**config.mk**
```make
export PLATFORM = sky130hd
export DESIGN_NAME = zoned_channel_allocator_flat
export DESIGN_NICKNAME = d
export VERILOG_FILES = /design/src/rtl/zca_pkg.sv /design/src/rtl/zca_if.sv /design/src/rtl/zca_occ_alu.sv /design/src/rtl/zoned_channel_allocator.sv /design/src/flat_wrapper.sv
export SDC_FILE = /design/constraint.sdc
export NUM_CORES = 1
export LEC_CHECK = 0
export ABC_AREA = 0
export BUFFER_PORTS_ARGS = -buffer_cell sky130_fd_sc_hd__buf_2
export CORE_UTILIZATION = 40
export DETAILED_ROUTE_END_ITERATION = 8
export SLEW_MARGIN = 25
export SYNTH_ARGS = -nofsm -noshare
export SYNTH_HDL_FRONTEND = slang
export SYNTH_SLANG_ARGS = --single-unit
```
**constraint.sdc**
```tcl
create_clock -name clock -period 11.4 [get_ports clock]
set_input_delay 2.28 -clock clock [delete_from_list [all_inputs] [get_ports clock]]
set_output_delay 2.28 -clock clock [all_outputs]
set_load 0.02 [all_outputs]
```
**src/rtl/zca_pkg.sv**
```systemverilog
// package for the zoned channel allocator: field widths, occupancy limits,
// default parameter values and the types shared by the top level and the occupancy unit
// no dependencies
package zca_pkg;

   localparam int CHANNELS_DEF  = 16;
   localparam int MAX_ZONES_DEF = 8;

   localparam int CHAN_W = 4;   // channel field width
   localparam int ZONE_W = 3;   // zone field width
   localparam int ZCNT_W = 4;   // zone_count register width
   localparam int OCC_W  = 8;   // occupancy width

   localparam logic signed [OCC_W-1:0] OCC_MAX = 8'sd127;
   localparam logic signed [OCC_W-1:0] OCC_MIN = -8'sd128;

   typedef logic signed [OCC_W-1:0] occ_type;

   localparam logic OP_ACQUIRE = 1'b0;
   localparam logic OP_RELEASE = 1'b1;

   // status of one occupancy entry as seen by the scan sequencer
   typedef struct packed {
      logic below_min;   // entry is lower than the running minimum
      logic idle;        // entry is zero or below
   } zca_flags_type;

endpackage

```
**src/rtl/zca_if.sv**
```systemverilog
// valid/ready channel interfaces for the zoned channel allocator
// depends on zca_pkg for field widths
interface zca_req_if;
   logic                       valid;
   logic                       ready;
   logic                       op;
   logic [zca_pkg::ZONE_W-1:0] zone;
   logic [zca_pkg::CHAN_W-1:0] released_channel;

   modport source (output valid, output op, output zone, output released_channel,
                   input ready);
   modport sink (input valid, input op, input zone, input released_channel,
                 output ready);
endinterface

interface zca_rsp_if;
   logic                       valid;
   logic                       ready;
   logic [zca_pkg::CHAN_W-1:0] channel;

   modport source (output valid, output channel, input ready);
   modport sink (input valid, input channel, output ready);
endinterface

interface zca_csr_if;
   logic                       valid;
   logic                       ready;
   logic [zca_pkg::ZCNT_W-1:0] zone_count;

   modport source (output valid, output zone_count, input ready);
   modport sink (input valid, input zone_count, output ready);
endinterface

```
**src/rtl/zca_occ_alu.sv**
```systemverilog
// shared occupancy unit: compare against the running minimum and the
// saturating increment and decrement used by acquire and release; depends on zca_pkg
module zca_occ_alu (
   input  zca_pkg::occ_type       value,
   input  zca_pkg::occ_type       min_value,
   output zca_pkg::zca_flags_type flags,
   output zca_pkg::occ_type       inc_value,
   output zca_pkg::occ_type       dec_value
);
   import zca_pkg::*;

   assign flags.below_min = (value < min_value);
   assign flags.idle      = (value <= 8'sd0);

   // acquire: idle entries restart at one, busy ones count up to the top
   always_comb begin
      if (value <= 8'sd0) begin
         inc_value = 8'sd1;
      end else if (value < OCC_MAX) begin
         inc_value = value + 8'sd1;
      end else begin
         inc_value = OCC_MAX;
      end
   end

   assign dec_value = (value > OCC_MIN) ? (value - 8'sd1) : OCC_MIN;

endmodule

```
**src/rtl/zoned_channel_allocator.sv**
```systemverilog
// Zoned channel allocator. The CHANNELS channels are split into zone_count zones
// (clamped to 1..min(MAX_ZONES, CHANNELS/2)); each zone is a master channel followed by its
// members, with leftover channels going one each to the first zones. An acquire scans the
// zone's members from its rotating pointer for the first least-occupied one; a release
// lowers the released channel if it is a member of the zone, and every idle member. Items
// are handled one at a time by a sequencer around a single occupancy compare/update unit
// that visits one member per cycle: an item passes through the zone and channel mod
// reduction, the layout step, the member scan and, for an acquire only, the update, then
// waits in the done state while the previous result word has not yet been taken. A
// zone_count write clears all occupancy and pointers and then recomputes the zone layout
// by repeated subtraction, during which no word is accepted. Depends on zca_pkg, the
// channel interfaces and zca_occ_alu.
module zoned_channel_allocator #(
   parameter int CHANNELS  = zca_pkg::CHANNELS_DEF,
   parameter int MAX_ZONES = zca_pkg::MAX_ZONES_DEF
) (
   input logic    clock,
   input logic    reset,
   zca_req_if.sink   req_chan,
   zca_rsp_if.source rsp_chan,
   zca_csr_if.sink   csr_chan
);
   import zca_pkg::*;

   localparam int CH_IDX_W   = (CHANNELS > 1) ? $clog2(CHANNELS) : 1;
   localparam int ZONE_IDX_W = (MAX_ZONES > 1) ? $clog2(MAX_ZONES) : 1;
   localparam int ZONE_LIM_I = (MAX_ZONES < CHANNELS / 2) ? MAX_ZONES : CHANNELS / 2;
   localparam int ZONE_LIM   = (ZONE_LIM_I < 1) ? 1 : ZONE_LIM_I;

   typedef enum logic [7:0] {
      ST_IDLE     = 8'b0000_0001,
      ST_DIV      = 8'b0000_0010,
      ST_MOD      = 8'b0000_0100,
      ST_LAYOUT   = 8'b0000_1000,
      ST_ACQ_SCAN = 8'b0001_0000,
      ST_ACQ_UPD  = 8'b0010_0000,
      ST_REL_SCAN = 8'b0100_0000,
      ST_DONE     = 8'b1000_0000
   } state_type;

   state_type state_ff, state_in;

   occ_type              occ_ff [CHANNELS];
   occ_type              occ_in [CHANNELS];
   logic [CHAN_W-1:0]    ss_ff  [MAX_ZONES];
   logic [CHAN_W-1:0]    ss_in  [MAX_ZONES];

   logic [ZCNT_W-1:0]    zones_ff, zones_in;
   logic [CHAN_W-1:0]    base_ff, base_in;      // members per zone before the remainder
   logic [ZONE_W-1:0]    rem_ff, rem_in;
   logic [CHAN_W:0]      div_r_ff, div_r_in;
   logic [CHAN_W:0]      div_q_ff, div_q_in;

   logic                 op_ff, op_in;
   logic [ZONE_W-1:0]    k_ff, k_in;
   logic [CHAN_W-1:0]    ch_ff, ch_in;
   logic [CHAN_W-1:0]    first_ff, first_in;
   logic [CHAN_W-1:0]    span_ff, span_in;
   logic [CHAN_W-1:0]    off_ff, off_in;
   logic [CHAN_W-1:0]    cnt_ff, cnt_in;
   logic [CHAN_W-1:0]    pos_ff, pos_in;
   occ_type              minv_ff, minv_in;

   logic                 rsp_valid_ff, rsp_valid_in;
   logic [CHAN_W-1:0]    rsp_channel_ff, rsp_channel_in;

   logic                 req_fire, csr_fire;
   logic [ZCNT_W-1:0]    zones_new;
   logic [ZONE_IDX_W-1:0] zone_sel;
   logic [CHAN_W-1:0]    scan_ch;
   logic [CHAN_W-1:0]    acq_ch;
   occ_type              alu_value;
   zca_flags_type        alu_flags;
   occ_type              alu_inc, alu_dec;
   logic [7:0]           master_prod;
   logic [ZONE_W-1:0]    k_min_rem;
   logic                 k_lt_rem;
   logic                 k_reduce, ch_reduce;
   logic                 off_wrap;

   assign csr_chan.ready = (state_ff == ST_IDLE);
   assign req_chan.ready = (state_ff == ST_IDLE) && !csr_chan.valid;
   assign csr_fire       = csr_chan.valid && csr_chan.ready;
   assign req_fire       = req_chan.valid && req_chan.ready;

   assign rsp_chan.valid   = rsp_valid_ff;
   assign rsp_chan.channel = rsp_channel_ff;

   always_comb begin
      if (csr_chan.zone_count == '0) begin
         zones_new = ZCNT_W'(1);
      end else if (csr_chan.zone_count > ZCNT_W'(ZONE_LIM)) begin
         zones_new = ZCNT_W'(ZONE_LIM);
      end else begin
         zones_new = csr_chan.zone_count;
      end
   end

   assign zone_sel  = k_ff[ZONE_IDX_W-1:0];
   assign scan_ch   = first_ff + off_ff;
   assign acq_ch    = first_ff + pos_ff;
   assign alu_value = (state_ff == ST_ACQ_UPD) ? occ_ff[acq_ch[CH_IDX_W-1:0]]
                                               : occ_ff[scan_ch[CH_IDX_W-1:0]];
   assign off_wrap  = (off_ff == span_ff - CHAN_W'(1));

   assign k_lt_rem    = (k_ff < rem_ff);
   assign k_min_rem   = k_lt_rem ? k_ff : rem_ff;
   assign master_prod = 8'(k_ff) * (8'(base_ff) + 8'd1);

   assign k_reduce  = ({1'b0, k_ff} >= zones_ff);
   assign ch_reduce = ({1'b0, ch_ff} >= (CHAN_W + 1)'(CHANNELS));

   zca_occ_alu u_alu (
      .value     (alu_value),
      .min_value (minv_ff),
      .flags     (alu_flags),
      .inc_value (alu_inc),
      .dec_value (alu_dec)
   );

   always_comb begin
      state_in       = state_ff;
      occ_in         = occ_ff;
      ss_in          = ss_ff;
      zones_in       = zones_ff;
      base_in        = base_ff;
      rem_in         = rem_ff;
      div_r_in       = div_r_ff;
      div_q_in       = div_q_ff;
      op_in          = op_ff;
      k_in           = k_ff;
      ch_in          = ch_ff;
      first_in       = first_ff;
      span_in        = span_ff;
      off_in         = off_ff;
      cnt_in         = cnt_ff;
      pos_in         = pos_ff;
      minv_in        = minv_ff;
      rsp_valid_in   = rsp_valid_ff;
      rsp_channel_in = rsp_channel_ff;

      if (rsp_valid_ff && rsp_chan.ready) begin
         rsp_valid_in = 1'b0;
      end

      case (state_ff)
         ST_IDLE: begin
            if (csr_fire) begin
               zones_in = zones_new;
               for (int i = 0; i < CHANNELS; i++) begin
                  occ_in[i] = '0;
               end
               for (int i = 0; i < MAX_ZONES; i++) begin
                  ss_in[i] = '0;
               end
               div_r_in = (CHAN_W + 1)'(CHANNELS);
               div_q_in = '0;
               state_in = ST_DIV;
            end else if (req_fire) begin
               op_in    = req_chan.op;
               k_in     = req_chan.zone;
               ch_in    = req_chan.released_channel;
               state_in = ST_MOD;
            end
         end
         // CHANNELS / zones by repeated subtraction
         ST_DIV: begin
            if (div_r_ff >= {1'b0, zones_ff}) begin
               div_r_in = div_r_ff - {1'b0, zones_ff};
               div_q_in = div_q_ff + (CHAN_W + 1)'(1);
            end else begin
               base_in  = CHAN_W'(div_q_ff - (CHAN_W + 1)'(1));
               rem_in   = ZONE_W'(div_r_ff);
               state_in = ST_IDLE;
            end
         end
         // zone mod zones and channel mod CHANNELS, one subtraction each per cycle
         ST_MOD: begin
            if (k_reduce) begin
               k_in = ZONE_W'({1'b0, k_ff} - zones_ff);
            end
            if (ch_reduce) begin
               ch_in = CHAN_W'({1'b0, ch_ff} - (CHAN_W + 1)'(CHANNELS));
            end
            if (!k_reduce && !ch_reduce) begin
               state_in = ST_LAYOUT;
            end
         end
         ST_LAYOUT: begin
            first_in = CHAN_W'(master_prod + 8'(k_min_rem) + 8'd1);
            span_in  = base_ff + CHAN_W'(k_lt_rem);
            cnt_in   = '0;
            minv_in  = OCC_MAX;
            if (op_ff == OP_ACQUIRE) begin
               off_in   = ss_ff[zone_sel];
               pos_in   = ss_ff[zone_sel];
               state_in = ST_ACQ_SCAN;
            end else begin
               off_in   = '0;
               state_in = ST_REL_SCAN;
            end
         end
         ST_ACQ_SCAN: begin
            if (alu_flags.below_min) begin
               minv_in = alu_value;
               pos_in  = off_ff;
            end
            off_in = off_wrap ? '0 : off_ff + CHAN_W'(1);
            cnt_in = cnt_ff + CHAN_W'(1);
            if (cnt_ff == span_ff - CHAN_W'(1)) begin
               state_in = ST_ACQ_UPD;
            end
         end
         ST_ACQ_UPD: begin
            occ_in[acq_ch[CH_IDX_W-1:0]] = alu_inc;
            ss_in[zone_sel] = (pos_ff == span_ff - CHAN_W'(1)) ? '0 : pos_ff + CHAN_W'(1);
            ch_in    = acq_ch;
            state_in = ST_DONE;
         end
         ST_REL_SCAN: begin
            if (scan_ch == ch_ff || alu_flags.idle) begin
               occ_in[scan_ch[CH_IDX_W-1:0]] = alu_dec;
            end
            off_in = off_ff + CHAN_W'(1);
            if (off_wrap) begin
               state_in = ST_DONE;
            end
         end
         ST_DONE: begin
            if (!rsp_valid_ff || rsp_chan.ready) begin
               rsp_valid_in   = 1'b1;
               rsp_channel_in = ch_ff;
               state_in       = ST_IDLE;
            end
         end
         default: begin
            state_in = ST_IDLE;
         end
      endcase
   end

   always_ff @(posedge clock) begin
      if (reset) begin
         state_ff     <= ST_IDLE;
         zones_ff     <= ZCNT_W'(1);
         base_ff      <= CHAN_W'(CHANNELS - 1);
         rem_ff       <= '0;
         rsp_valid_ff <= 1'b0;
         for (int i = 0; i < CHANNELS; i++) begin
            occ_ff[i] <= '0;
         end
         for (int i = 0; i < MAX_ZONES; i++) begin
            ss_ff[i] <= '0;
         end
      end else begin
         state_ff     <= state_in;
         zones_ff     <= zones_in;
         base_ff      <= base_in;
         rem_ff       <= rem_in;
         rsp_valid_ff <= rsp_valid_in;
         occ_ff       <= occ_in;
         ss_ff        <= ss_in;
      end
   end

   always_ff @(posedge clock) begin
      div_r_ff       <= div_r_in;
      div_q_ff       <= div_q_in;
      op_ff          <= op_in;
      k_ff           <= k_in;
      ch_ff          <= ch_in;
      first_ff       <= first_in;
      span_ff        <= span_in;
      off_ff         <= off_in;
      cnt_ff         <= cnt_in;
      pos_ff         <= pos_in;
      minv_ff        <= minv_in;
      rsp_channel_ff <= rsp_channel_in;
   end

`ifndef SYNTHESIS
   // zone 0 master is never touched
   a_master0_quiet: assert property (@(posedge clock) disable iff (reset)
      occ_ff[0] == 8'sd0)
      else $error("master channel 0 occupancy changed");

   a_zones_range: assert property (@(posedge clock) disable iff (reset)
      zones_ff >= ZCNT_W'(1) && zones_ff <= ZCNT_W'(ZONE_LIM))
      else $error("effective zone count out of range");

   a_pos_in_span: assert property (@(posedge clock) disable iff (reset)
      state_ff == ST_ACQ_UPD |-> pos_ff < span_ff)
      else $error("acquire position outside zone span");

   a_rsp_from_done: assert property (@(posedge clock) disable iff (reset)
      $rose(rsp_valid_ff) |-> $past(state_ff == ST_DONE))
      else $error("response word raised outside done state");
`endif

endmodule
```
**src/flat_wrapper.sv**
```systemverilog
// flat-port wrapper written by rule: the top's interface ports become plain ports
module zoned_channel_allocator_flat import zca_pkg::*;
#(
   parameter int CHANNELS  = zca_pkg::CHANNELS_DEF,
   parameter int MAX_ZONES = zca_pkg::MAX_ZONES_DEF
)
  (clock, reset, req_chan_valid, req_chan_op, req_chan_zone, req_chan_released_channel, req_chan_ready, rsp_chan_valid, rsp_chan_channel, rsp_chan_ready, csr_chan_valid, csr_chan_zone_count, csr_chan_ready);
  zca_req_if req_chan_i ();
  zca_rsp_if rsp_chan_i ();
  zca_csr_if csr_chan_i ();
  input logic clock;
  input logic reset;
  input wire logic [$bits(req_chan_i.valid)-1:0] req_chan_valid;
  input wire logic [$bits(req_chan_i.op)-1:0] req_chan_op;
  input wire logic [$bits(req_chan_i.zone)-1:0] req_chan_zone;
  input wire logic [$bits(req_chan_i.released_channel)-1:0] req_chan_released_channel;
  output wire logic [$bits(req_chan_i.ready)-1:0] req_chan_ready;
  output wire logic [$bits(rsp_chan_i.valid)-1:0] rsp_chan_valid;
  output wire logic [$bits(rsp_chan_i.channel)-1:0] rsp_chan_channel;
  input wire logic [$bits(rsp_chan_i.ready)-1:0] rsp_chan_ready;
  input wire logic [$bits(csr_chan_i.valid)-1:0] csr_chan_valid;
  input wire logic [$bits(csr_chan_i.zone_count)-1:0] csr_chan_zone_count;
  output wire logic [$bits(csr_chan_i.ready)-1:0] csr_chan_ready;
  assign req_chan_i.valid = req_chan_valid;
  assign req_chan_i.op = req_chan_op;
  assign req_chan_i.zone = req_chan_zone;
  assign req_chan_i.released_channel = req_chan_released_channel;
  assign req_chan_ready = req_chan_i.ready;
  assign rsp_chan_valid = rsp_chan_i.valid;
  assign rsp_chan_channel = rsp_chan_i.channel;
  assign rsp_chan_i.ready = rsp_chan_ready;
  assign csr_chan_i.valid = csr_chan_valid;
  assign csr_chan_i.zone_count = csr_chan_zone_count;
  assign csr_chan_ready = csr_chan_i.ready;
  zoned_channel_allocator #(.CHANNELS(CHANNELS), .MAX_ZONES(MAX_ZONES)) u_core (.clock(clock), .reset(reset), .req_chan(req_chan_i), .rsp_chan(rsp_chan_i), .csr_chan(csr_chan_i));
endmodule
```
==> results of run 1 <==
how the worst max path moves through the flow:
stage / endpoint / slack, ps
2_1_floorplan: req_chan_ready / 6440
3_3_place_gp: u_core.occ_ff[125] / 5240
3_5_place_dp: u_core.occ_ff[63] / 5130
4_1_cts: u_core.occ_ff[63] / 5080
5_1_grt: u_core.occ_ff[47] / 4870
6_report: u_core.occ_ff[33] / 5070
area by class of cell:
type,count,area [µm²]
Multi-Input combinational cell,1388,9620
Inverter,46,173
Timing Repair Buffer,75,532
Tap cell,511,639
Antenna cell,2,5.00
Clock inverter,9,120
Fill cell,3726,20900
Clock buffer,39,825
Sequential cell,229,5070
synthesized netlist by cell type (all sizes together), types with 6 or more instances:
master	number	area, µm²
xor2	17	149
a32oi	8	70.1
o221a	15	169
or2	6	37.5
and3	43	269
a22oi	38	285
nand4	6	37.5
nor4	9	75.1
nor3	71	378
nand2b	15	93.8
a2111oi	20	175
dfxtp	180	3600
mux4	49	1100
o31ai	11	82.6
o211ai	13	97.6
inv	44	165
nor2b	15	93.8
nor3b	13	103
nand2	177	664
mux2	6	67.6
and2	13	81.3
xnor2	37	332
mux2i	35	350
a211oi	58	440
clkbuf	87	328
nand3	60	300
a221oi	68	596
o22ai	44	275
a21oi	92	468
ha	36	450
o21ai	60	308
nor2	219	822
a31oi	20	125
nand3b	8	60.1
buf	58	332
o21bai	30	225
edfxtp	49	1470
fa	8	160
metal layers:
metal / share of wire / vias to the layer above
met2: 0.42 / 965
met4: 0.050 / 0
li1: - / 6754
met3: 0.12 / 216
met5: 0 / -
met1: 0.41 / 7346
state kept, by name, summed over array words and instances (netlist names), 5 cells and up:
name	cells
u_core.div_r_ff	5
u_core.ss_ff	32
u_core.occ_ff	128
u_core.state_ff	8
u_core.minv_ff	8
critical path: cells and delay by family (launching register included):
kind            cells  cell delay [ps]
compound gates      4             2290
fa+ha+maj           2              810
buf+inv             1              510
flops               1              480
mux                 1              200
simple gates        5             1950
power by group through the flow:
stage	combinational [mW]	clock (mW)	sequential, mW
2_1_floorplan	0.405	0	0.987
3_3_place_gp	0.505	0	1.02
3_5_place_dp	0.516	0	1.02
4_1_cts	0.517	0.946	1.01
5_1_grt	0.584	0.982	1.02
6_report	0.531	0.938	1.01
cell usage in the layout, fill, tap and decap left out, types with 22 or more instances in the layout:
master | synthesis | final
a211oi_1 | 57 | 57
a21oi_1 | 90 | 90
a221oi_1 | 68 | 68
a22oi_1 | 38 | 38
and3_1 | 43 | 43
buf_2 | 43 | 22
buf_4 | 6 | 51
clkbuf_16 | 0 | 30
dfxtp_1 | 180 | 180
edfxtp_1 | 49 | 49
ha_1 | 36 | 34
inv_1 | 42 | 42
mux2i_1 | 35 | 35
mux4_2 | 49 | 49
nand2_1 | 177 | 177
nand3_1 | 60 | 60
nor2_1 | 219 | 217
nor3_1 | 69 | 69
o21ai_0 | 56 | 56
o21bai_1 | 30 | 30
o22ai_1 | 44 | 44
xnor2_1 | 36 | 35
cell families after synthesis:
kind of cell    after synthesis  share of synthesized area
compound gates              532                      0.246
xor+xnor                     54                     0.0311
fa+ha+maj                    44                     0.0396
buf+inv                     191                     0.0539
flops                       229                      0.329
mux                          90                     0.0986
simple gates                668                      0.202
stage by stage:
stage	power [mW]	std cells	cell area [µm²]
detailed placement	1.54	2248	16000
global placement	1.52	2248	16000
finish	2.48	2299	17000
global route	2.59	2297	17000
floorplan	1.39	1808	15400
CTS	2.47	2296	17000
==> summary.md, run 1 <==
| Metric | Value |
|---|---|
| Vias in the first global route | 14500 |
| Syn Area/Cell | 8.54 µm² |
| Total Routing Usage GR | 0.293 |
| M2 GR Usage | 0.431 |
| Setup Buffers After CTS | 0 |
| CP Capture Type | flop |
| Worst Reg-to-Reg Cells | 13 |
| R2R Setup Slk | 5070 ps |
| Library cells used by synthesis | 80 |
| Fin nets | 1829 |
| DIE AREA | 39400 µm² |
| Type of the worst setup path | flop to flop |
| CTS tree | built |
| Hold path depth | 2 |
| Max-Cap Viols | 0 |
| Worst Hold Class | flop to flop |
| EDFF count, synth | 49 |
| DRT iter0 DRCs | 2256 |
| I/O Pins | 24 |
| First drt pass iteration count | 7 |
| Initial Util | 0.408 |
| Drt drc | 0 |
| Async S/R FF share, synth | 0 |
| Yosys warns | 0 |
| Layout area overhead | 10.1% |
| CORE AREA | 37800 µm² |
| CP required | 11910 ps |
| Power Density | 146 nW/µm² |
| WHS | 455 ps |
| Via density | 6.65 |
| Slack of the critical path | 5070 ps |
| Clk root buf | clkbuf_16 |
| WP data arrival | 6830 ps |
| RSZ-0062 raised after global routing | no |
| TNS Setup | 0 ps |
| Row Count | 71 |
| Longest Clk Path Bufs | 3 |
| Worst hold start | u_core.ss_ff[31] |
| Largest net degree at the start of global routing | 116 |
| Synthesized area | 15400 µm² |
| Clock Sink Count | 229 |
| Launch point of the worst path | u_core.off_ff[0] |
| Clk_lat worst skew | 570 ps |
| First-pass GRT wire length | 88200 µm |
| Routed vias | 15300 |
| Global Route met3 Usage | 0.0717 |
| Fmax | 0.158 GHz |
| Reg clk slew, reported paths | 60 ps |
| Worst path slowest cell | o21ai_1 |
| Share of power burned in registers | 0.408 |
| Clock share of power | 0.378 |
| GRT overflow | 0 |
| Post-route clock period utilization | 0.555 |
| Busiest grt layer | met2 |
| CP peak stage delay | 880 ps |
| Rel. slew slack | 0.244 |
| GRT met1 Usage | 0.397 |
| Mapped Cells | 1808 |
| Routed wire per std cell | 25.0 µm |
| Hold Vio Cnt, Final | 0 |
| Leak | 6.00 nW |
| Net switching power | 780 µW |
| Crit Path Max Fanout | 39 |
| Seq/Total Area, Yosys | 0.329 |
| DP Wirelength | 37900 µm |
| Hold Path End | u_core.ss_ff[31] |
| Crit path launch type | flop |
| Proportion of power drawn by combinational gates | 0.214 |
| RR Startpoint | u_core.off_ff[0] |
| Status | complete, no violations |
| Die width | 198 µm |
| Hold_buf cts | 0 |
| # port buffers | 23 |
| Post-synthesis register bit count | 229 |
| GP Congestion | 1.00 |
| Initial antenna violation count | 1 |
| Ys flop type | dfxtp_1 |
| Layout cells sized above 1 | 0.126 |
| Final setup fails | 0 |
| Worst-Margin Slew | 1130 ps |
| Crit path time final | 6330 ps |
| Die Span Y | 198 µm |
| Internal power | 1.70 mW |
| Reg-to-reg critical path endpoint | u_core.occ_ff[33] |
| CTS H-tree depth | 1 |
| Worst slack, placed | 5130 ps |
| Fin util | 0.449 |
| Final Slew Violations | 0 |
| Clock Skew | 18.1 ps |
| Routed wire length | 57500 µm |
| Worst vdd ir | 0.123 mV |
| Post-route ant nets | 0 |
| CTS resizes | 0 |
| Syn Nets | 1869 |
| Sw Ratio | 0.315 |
| TritonCTS Buffers | 28 |
| Worst path cell trace | ha_2 > fa_2 > buf_4 > nor3_1 > mux2i_1 > nand4_1 > a221o_1 > o21ai_1 > nand4_1 > or3_1 > a21boi_1 > nor2b_1 > a221o_1 |
Power figures use the tool's default switching activity.
==> inputs of run 2 (changes only) <==
==> constraint.sdc (replaced) <==
create_clock -name clock -period 5.1 [get_ports clock]
set_input_delay 1.02 -clock clock [delete_from_list [all_inputs] [get_ports clock]]
set_output_delay 1.02 -clock clock [all_outputs]
set_load 0.02 [all_outputs]
==> run 2 against run 1 <==
Effect of this change: final cell count is 3.4% higher; sequential power is 130% higher; wire length is 5.7% higher; total power is 120% higher; first-iteration DRC count is 2.2% lower; utilization is 1.5 points higher; critical path type unchanged.
==> summary.md, run 2 (synthesis gave the netlist of run 1 again) <==
| Metric | Value |
|---|---|
| Row Count | 71 (unchanged) |
| N_diodes | 0 (-2) |
| Hold_buf cts | 0 (unchanged) |
| DP Wirelength | 42300 µm (+12%) |
| Reg clk slew, reported paths | 60 ps (about the same) |
| Clock share of power | 0.367 (-0.011) |
| # port buffers | 23 (unchanged) |
| GP Congestion | 0.996 (-0.37%) |
| DRT iter0 DRCs | 2206 (-2.2%) |
| I/O Pins | 24 (unchanged) |
| CP required | 5590 ps (-6320 ps) |
| Clock Skew | 30.1 ps (+12.0 ps) |
| Clock Sink Count | 229 (unchanged) |
| Initial Util | 0.408 (unchanged) |
| Worst-Margin Slew | 1170 ps (+47.6 ps) |
| Drt drc | 0 (unchanged) |
| Slack of the critical path | 139 ps (-4940 ps) |
| Fin nets | 1904 (+4.1%) |
| Share of power burned in registers | 0.412 (+0.004) |
| Clk root buf | clkbuf_16 |
| RSZ-0062 raised after global routing | no |
| Post-route clock period utilization | 0.973 (+0.418) |
| Power Total | 5.54 mW (+120%) |
| Fmax | 0.202 GHz (+28%) |
| Biggest register | u_core.occ_ff |
| Post-Layout Cell Count | 2377 (+3.4%) |
| Proportion of power drawn by combinational gates | 0.221 (+0.007) |
| Crit path launch type | flop |
| DIE AREA | 39400 µm² (unchanged) |
| Clk_lat worst skew | 580 ps (about the same) |
| Sw Ratio | 0.327 (+0.0120) |
| Fillers | 3687 (-1.0%) |
| Layout cells sized above 1 | 0.161 (+0.0353) |
| GRT overflow | 0 (unchanged) |
| Worst slack, placed | 169 ps (-4960 ps) |
| CP Capture Type | flop |
| Rel. slew slack | 0.214 (-0.0296) |
| Final Slew Violations | 0 (unchanged) |
| Most frequent cells in the layout | nor2_1, dfxtp_1, nand2_1, buf_4, a21oi_1 |
| Crit path time final | 4960 ps (-1360 ps) |
| Post-route ant nets | 0 (unchanged) |
| Largest net degree at the start of global routing | 113 (-2.6%) |
| CTS tree | built |
| TNS Setup | 0 ps (unchanged) |
| CTS H-tree depth | 1 (unchanged) |
| Crit Path Max Fanout | 20 (-49%) |
| Via density | 6.67 (+0.41%) |
| CORE AREA | 37800 µm² (unchanged) |
| Max-Cap Viols | 0 (unchanged) |
| Die Span Y | 198 µm (unchanged) |
| Power Density | 316 nW/µm² (+120%) |
| WHS | 454 ps (-0.799 ps) |
| Total Routing Usage GR | 0.307 (+0.0139) |
| Vias in the first global route | 14600 (+1.1%) |
| Most common library cell in the layout ignoring fill and taps | nor2_1 |
| TritonCTS Buffers | 29 (+3.6%) |
| Type of the worst setup path | flop to flop |
| Largest registers | u_core.occ_ff (128), u_core.ss_ff (32) |
| First-pass GRT wire length | 91500 µm (+3.7%) |
| Max reg flops | 128 (unchanged) |
| Worst Hold Class | flop to flop |
| Internal power | 3.73 mW (+120%) |
| Worst vdd ir | 0.248 mV (+100%) |
| Leak | 6.36 nW (+6.0%) |
| Placed instance count | 2320 (+3.2%) |
| Final setup fails | 0 (unchanged) |
| Status | complete, no violations |
| WP data arrival | 5450 ps (-1380 ps) |
| First drt pass iteration count | 6 (-1) |
| Routed wire length | 60800 µm (+5.7%) |
| Die width | 198 µm (unchanged) |
| Routed wire per std cell | 25.6 µm (+2.3%) |
| Longest Clk Path Bufs | 3 (unchanged) |
| Layout area overhead | 13.8% |
| Routed vias | 15900 (+3.8%) |
| Hold Vio Cnt, Final | 0 (unchanged) |
| Net switching power | 1.81 mW (+130%) |
| Initial antenna violation count | 2 (+1) |
[run 2: cell count changes in the layout (fill, tap and decap cells not counted), sizes merged]
cell | previous run | this run
clkbuf | 39 | 43
buf | 75 | 149
clkinvlp | 0 | 1
clkinv | 8 | 9
inv | 44 | 46
bufinv | 3 | 1
diode | 2 | 0
[run 2: metal layers]
layer / vias to the layer above / wire length (µm) / global-route usage / part of all wire
met3: 200 / 7810 / 0.0683 / 0.13
met1: 7640 / 25000 / 0.438 / 0.41
met2: 1120 / 25300 / 0.443 / 0.42
li1: 6905 / - / - / -
met5: - / 0 / 0 / 0
met4: 0 / 2680 / 0.127 / 0.044
[run 2: worst paths after layout]
path                            from                end  slack (ps)  depth (start not counted)
setup / recovery  u_core.first_ff[0]  u_core.occ_ff[83]         140                         15
setup reg to reg  u_core.first_ff[0]  u_core.occ_ff[83]         140                         15
hold reg to reg     u_core.ss_ff[30]   u_core.ss_ff[30]         450                          2
hold / removal      u_core.ss_ff[30]   u_core.ss_ff[30]         450                          2
[run 2: worst max-delay path, cell delays in order (launching register included)]
cell	delay (ps)
edfxtp_1	440
ha_2	220
fa_2	470
xnor2_2	140
buf_4	350
mux2i_1	250
nand4_1	260
a221o_1	420
o21ai_1	330
buf_4	200
nor3_4	40
buf_4	170
a21boi_0	650
a21bo_2	490
o221a_2	300
nor3_1	150
[run 2: area by class of cell]
| class | count | area, µm² | share of cell area |
|---|---|---|---|
| Sequential cell | 229 | 5070 | 0.289 |
| Inverter | 46 | 173 | 0.00983 |
| Timing Repair Buffer | 149 | 1120 | 0.0636 |
| Clock inverter | 11 | 91.3 | 0.00520 |
| Clock buffer | 43 | 838 | 0.0477 |
| Tap cell | 511 | 639 | 0.0364 |
| Multi-Input combinational cell | 1388 | 9630 | 0.548 |
[run 2: metrics by stage]
stage / instance area (µm²) / utilization
6_report: 17600 / 0.464
4_1_cts: 17500 / 0.463
5_1_grt: 17600 / 0.464
3_5_place_dp: 16600 / 0.438
3_3_place_gp: 16600 / 0.438
2_1_floorplan: 15400 / -
[run 2: what timing repair did]
| action | in CTS | in global routing |
|---|---|---|
| gates resized for setup | 0 | 7 |
| buffers inserted | 0 | 3 |
| setup endpoints to repair | 0 | 51 |
[run 2: power by group through the flow]
stage	Clock [mW]	Combinational [mW]	Sequential (mW)
floorplan	0	0.906	2.21
global placement	0	1.17	2.29
detailed placement	0	1.19	2.30
CTS	2.06	1.19	2.26
global route	2.13	1.33	2.30
finish	2.04	1.22	2.28
==> inputs of run 3 (changes only) <==
--- a/config.mk
+++ b/config.mk
@@ -9,7 +9,9 @@
 export BUFFER_PORTS_ARGS = -buffer_cell sky130_fd_sc_hd__buf_2
 export CORE_UTILIZATION = 40
 export DETAILED_ROUTE_END_ITERATION = 8
+export SKIP_CTS_REPAIR_TIMING = 1
 export SLEW_MARGIN = 25
 export SYNTH_ARGS = -nofsm -noshare
 export SYNTH_HDL_FRONTEND = slang
+export SYNTH_HIERARCHICAL = 1
 export SYNTH_SLANG_ARGS = --single-unit
==> run 3 against run 2 <==
Effect of this change: the flow now finishes with violations (DRC); total power is 48% higher; final cell count is 4.0% lower; maximum frequency is 1.2% higher; clock-buffer cell count is 7 lower; sequential power is 25% higher; utilization is 0.78 points lower; global-route usage is 4.8 points lower; combinational power grew to 2.6 times the previous value; critical endpoint is now u_core/occ_ff[121]; highest routed layer unchanged.
==> summary.md, run 3 <==
| Metric | Value |
|---|---|
| Fmax | 0.204 GHz (+1.2%) |
| Worst path slowest cell | ha_1 |
| Max reg flops | 128 (unchanged) |
| Ys flop type | dfxtp_1 |
| GP Congestion | 0.936 (-6.0%) |
| Total Routing Usage GR | 0.259 (-0.0481) |
| CP most frequent cell | mux2i_1 |
| Clock Sink Count | 229 (unchanged) |
| Biggest register | u_core/occ_ff |
| Layout area overhead | 11.8% |
| First-pass GRT wire length | 85600 µm (-6.5%) |
| Rel. slew slack | 0.212 (-0.00285) |
| Routed vias | 14800 (-7.0%) |
| Hold Vio Cnt, Final | 0 (unchanged) |
| RSZ-0062 raised after global routing | yes |
| Post-synthesis mux area share | 0.229 (+0.130) |
| Commonest cells post-synth | mux2i_1, nand2_1, dfxtp_1, nor2_1, clkbuf_1 |
| Clk root buf | clkbuf_16 |
| Most common library cell in the layout ignoring fill and taps | mux2i_1 |
| Type of the worst setup path | flop to flop |
| CTS H-tree depth | 1 (unchanged) |
| Longest Clk Path Bufs | 3 (unchanged) |
| Largest registers | u_core/occ_ff (128), u_core/ss_ff (32) |
| CP Capture Type | flop |
| EDFF count, synth | 49 (unchanged) |
| Status | complete, but fails checks |
| Row Count | 74 (+4.2%) |
| N_diodes | 0 (unchanged) |
| Initial Util | 0.408 (about the same) |
| Routed wire length | 55500 µm (-8.8%) |
| Worst slack, placed | -56.0 ps (-225 ps) |
| Worst Hold Class | flop to flop |
| CP required | 5570 ps (-20 ps) |
| Synth Area in Adders | 0.0371 (-0.00241) |
| GRT overflow | 0 (unchanged) |
| Worst vdd ir | 0.332 mV (+34%) |
| Yosys warns | 6 (+6) |
| Routed wire per std cell | 24.3 µm (-5.0%) |
| Post-route clock period utilization | 0.961 (-0.0114) |
| Largest cells by area after synthesis | dfxtp_1, mux2i_1, mux4_2, edfxtp_1, nand2_1 |
| Simple-gate share of the synthesized area | 0.160 (-0.0421) |
| Vias in the first global route | 14200 (-3.1%) |
| First drt pass iteration count | 7 (+1) |
| Complex-gate fraction of the synthesized area | 0.194 (-0.0523) |
| Final setup fails | 0 (unchanged) |
| Clock Skew | 12.2 ps (-17.9 ps) |
| Mapped Cells | 1764 (-2.4%) |
| Reg clk slew, reported paths | 60 ps (about the same) |
| Layout cells sized above 1 | 0.171 (+0.0101) |
| Post-route ant nets | 0 (unchanged) |
| Seq/Total Area, Yosys | 0.303 (-0.0263) |
| Synthesized area | 16800 µm² (+8.7%) |
| CORE AREA | 41100 µm² (+8.6%) |
| Syn Area/Cell | 9.51 µm² (+11%) |
| Failing checks | DRC |
| WP data arrival | 5370 ps (-80 ps) |
| TritonCTS Buffers | 28 (-3.4%) |
| Post-synthesis register bit count | 229 (unchanged) |
| Die Span Y | 207 µm (+4.2%) |
| Crit path time final | 4900 ps (-58.1 ps) |
| CTS tree | built |
| Clk_lat worst skew | 570 ps (about the same) |
| Post-synth top area share | 0.215 (-0.0186) |
| Power Density | 437 nW/µm² (+39%) |
| DP Wirelength | 36800 µm (-13%) |
| Combinational family with the most area after synthesis | multiplexers |
| Initial antenna violation count | 0 (-2) |
| Crit Path Max Fanout | 10 (-50%) |
| Slack of the critical path | 197 ps (+58.1 ps) |
| XOR/XNOR Fraction of Synth Area | 0.0308 (-0.000324) |
| Crit path launch type | flop |
| Worst-Margin Slew | 1170 ps (-0.197 ps) |
| I/O Pins | 24 (unchanged) |
| Worst path cell trace | ha_1 > nand3_1 > and3_1 > nor2_2 > buf_4 > buf_4 > mux2i_1 > mux2_2 > mux2i_1 > and4_1 > nand3_1 > a21oi_4 > nand2_1 > mux2i_1 > a311oi_1 > a211oi_1 |
| WHS | 466 ps (+11.1 ps) |
| Leak | 7.04 nW (+11%) |
| Final Slew Violations | 0 (unchanged) |
| Largest net degree at the start of global routing | 75 (-34%) |
| Syn Nets | 1826 (-2.3%) |
| Via density | 6.47 (-3.1%) |
| CP peak stage delay | 470 ps (-180 ps) |
| Synth area leader | dfxtp_1 |
| Max-Cap Viols | 0 (unchanged) |
| Most frequent cells in the layout | mux2i_1, nand2_1, dfxtp_1, nor2_1, mux4_2 |
| Fin nets | 1791 (-5.9%) |
| # port buffers | 23 (unchanged) |
| Async S/R FF share, synth | 0 (unchanged) |
| Cell with the most instances after synthesis | mux2i_1 |
| Library cells used by synthesis | 76 (-5.0%) |
| DIE AREA | 42800 µm² (+8.6%) |
| DRT iter0 DRCs | 1564 (-29%) |
| Die width | 207 µm (+4.2%) |
| Drt drc | 1 (+1) |
-- run 3: changes by cell type after synthesis, sizes merged, moves of 28 or more --
cell | previous run | this run
nor2 | 219 | 159
o221ai | 0 | 32
mux2i | 35 | 219
a22oi | 38 | 8
a21oi | 92 | 52
o221a | 15 | 43
o21bai | 30 | 0
nor3 | 71 | 12
o21ai | 60 | 31
a311oi | 5 | 57
a221oi | 68 | 2
-- run 3: cell type report --
type,count,area (µm²)
fill,3869,22400
sequential,229,5070
timing repair buffer,98,818
multi-input combinational,1338,11000
inverter,34,129
tap,532,666
clock inverter,15,239
clock buffer,36,781
-- run 3: kinds of logic (layout without fill, tap and decap cells) --
group | count (synthesis) | count (layout)
AND/OR/NAND/NOR | 537 | 537
AO/OA/AOI/OAI | 406 | 406
multiplexers | 299 | 299
flip-flops | 229 | 229
buffers and inverters | 197 | 183
XOR/XNOR | 51 | 51
adder cells (fa/ha/maj) | 45 | 45
-- run 3: per-stage QoR --
step                utilization  total power [mW]  instances  area (µm²)  TNS (ps)
CTS                       0.454              8.15       2280       18700      -693
global placement          0.429              5.80       2226       17600         0
floorplan                     -              4.90       1764       16800         0
finish                    0.456              8.20       2282       18800         0
global route              0.456              8.63       2282       18800     -2.66
detailed placement        0.429              5.89       2229       17700      -341
-- run 3: critical path: cells and delay by family, from the launching register on --
kind            cells  cell delay (ps)
compound gates      3              810
fa+ha+maj           1              470
buf+inv             2              410
flops               1              460
mux                 4             1080
simple gates        6             1570
-- run 3: metal layers --
metal  share of wire  vias to the layer above  global-route usage
met3           0.070                      108              0.0374
met2            0.45                      635               0.403
met4           0.030                        0              0.0868
met1            0.45                     7338               0.365
met5               0                        -                   0
li1                -                     6679                   -
-- run 3: report_power, final --
part           internal, mW  switching [mW]  total [mW]
logic                  1.34            1.78        3.12
registers              2.31           0.539        2.85
clock network          1.38           0.856        2.24
-- run 3: worst paths after layout --
check | startpoint | endpoint | slack, ps | cells past startpoint
setup reg to reg | u_core/pos_ff[2] | u_core/occ_ff[121] | 200 | 16
hold reg to reg | u_core/rem_ff[1] | u_core/rem_ff[1] | 470 | 2
setup / recovery | u_core/pos_ff[2] | u_core/occ_ff[121] | 200 | 16
hold / removal | u_core/rem_ff[1] | u_core/rem_ff[1] | 470 | 2
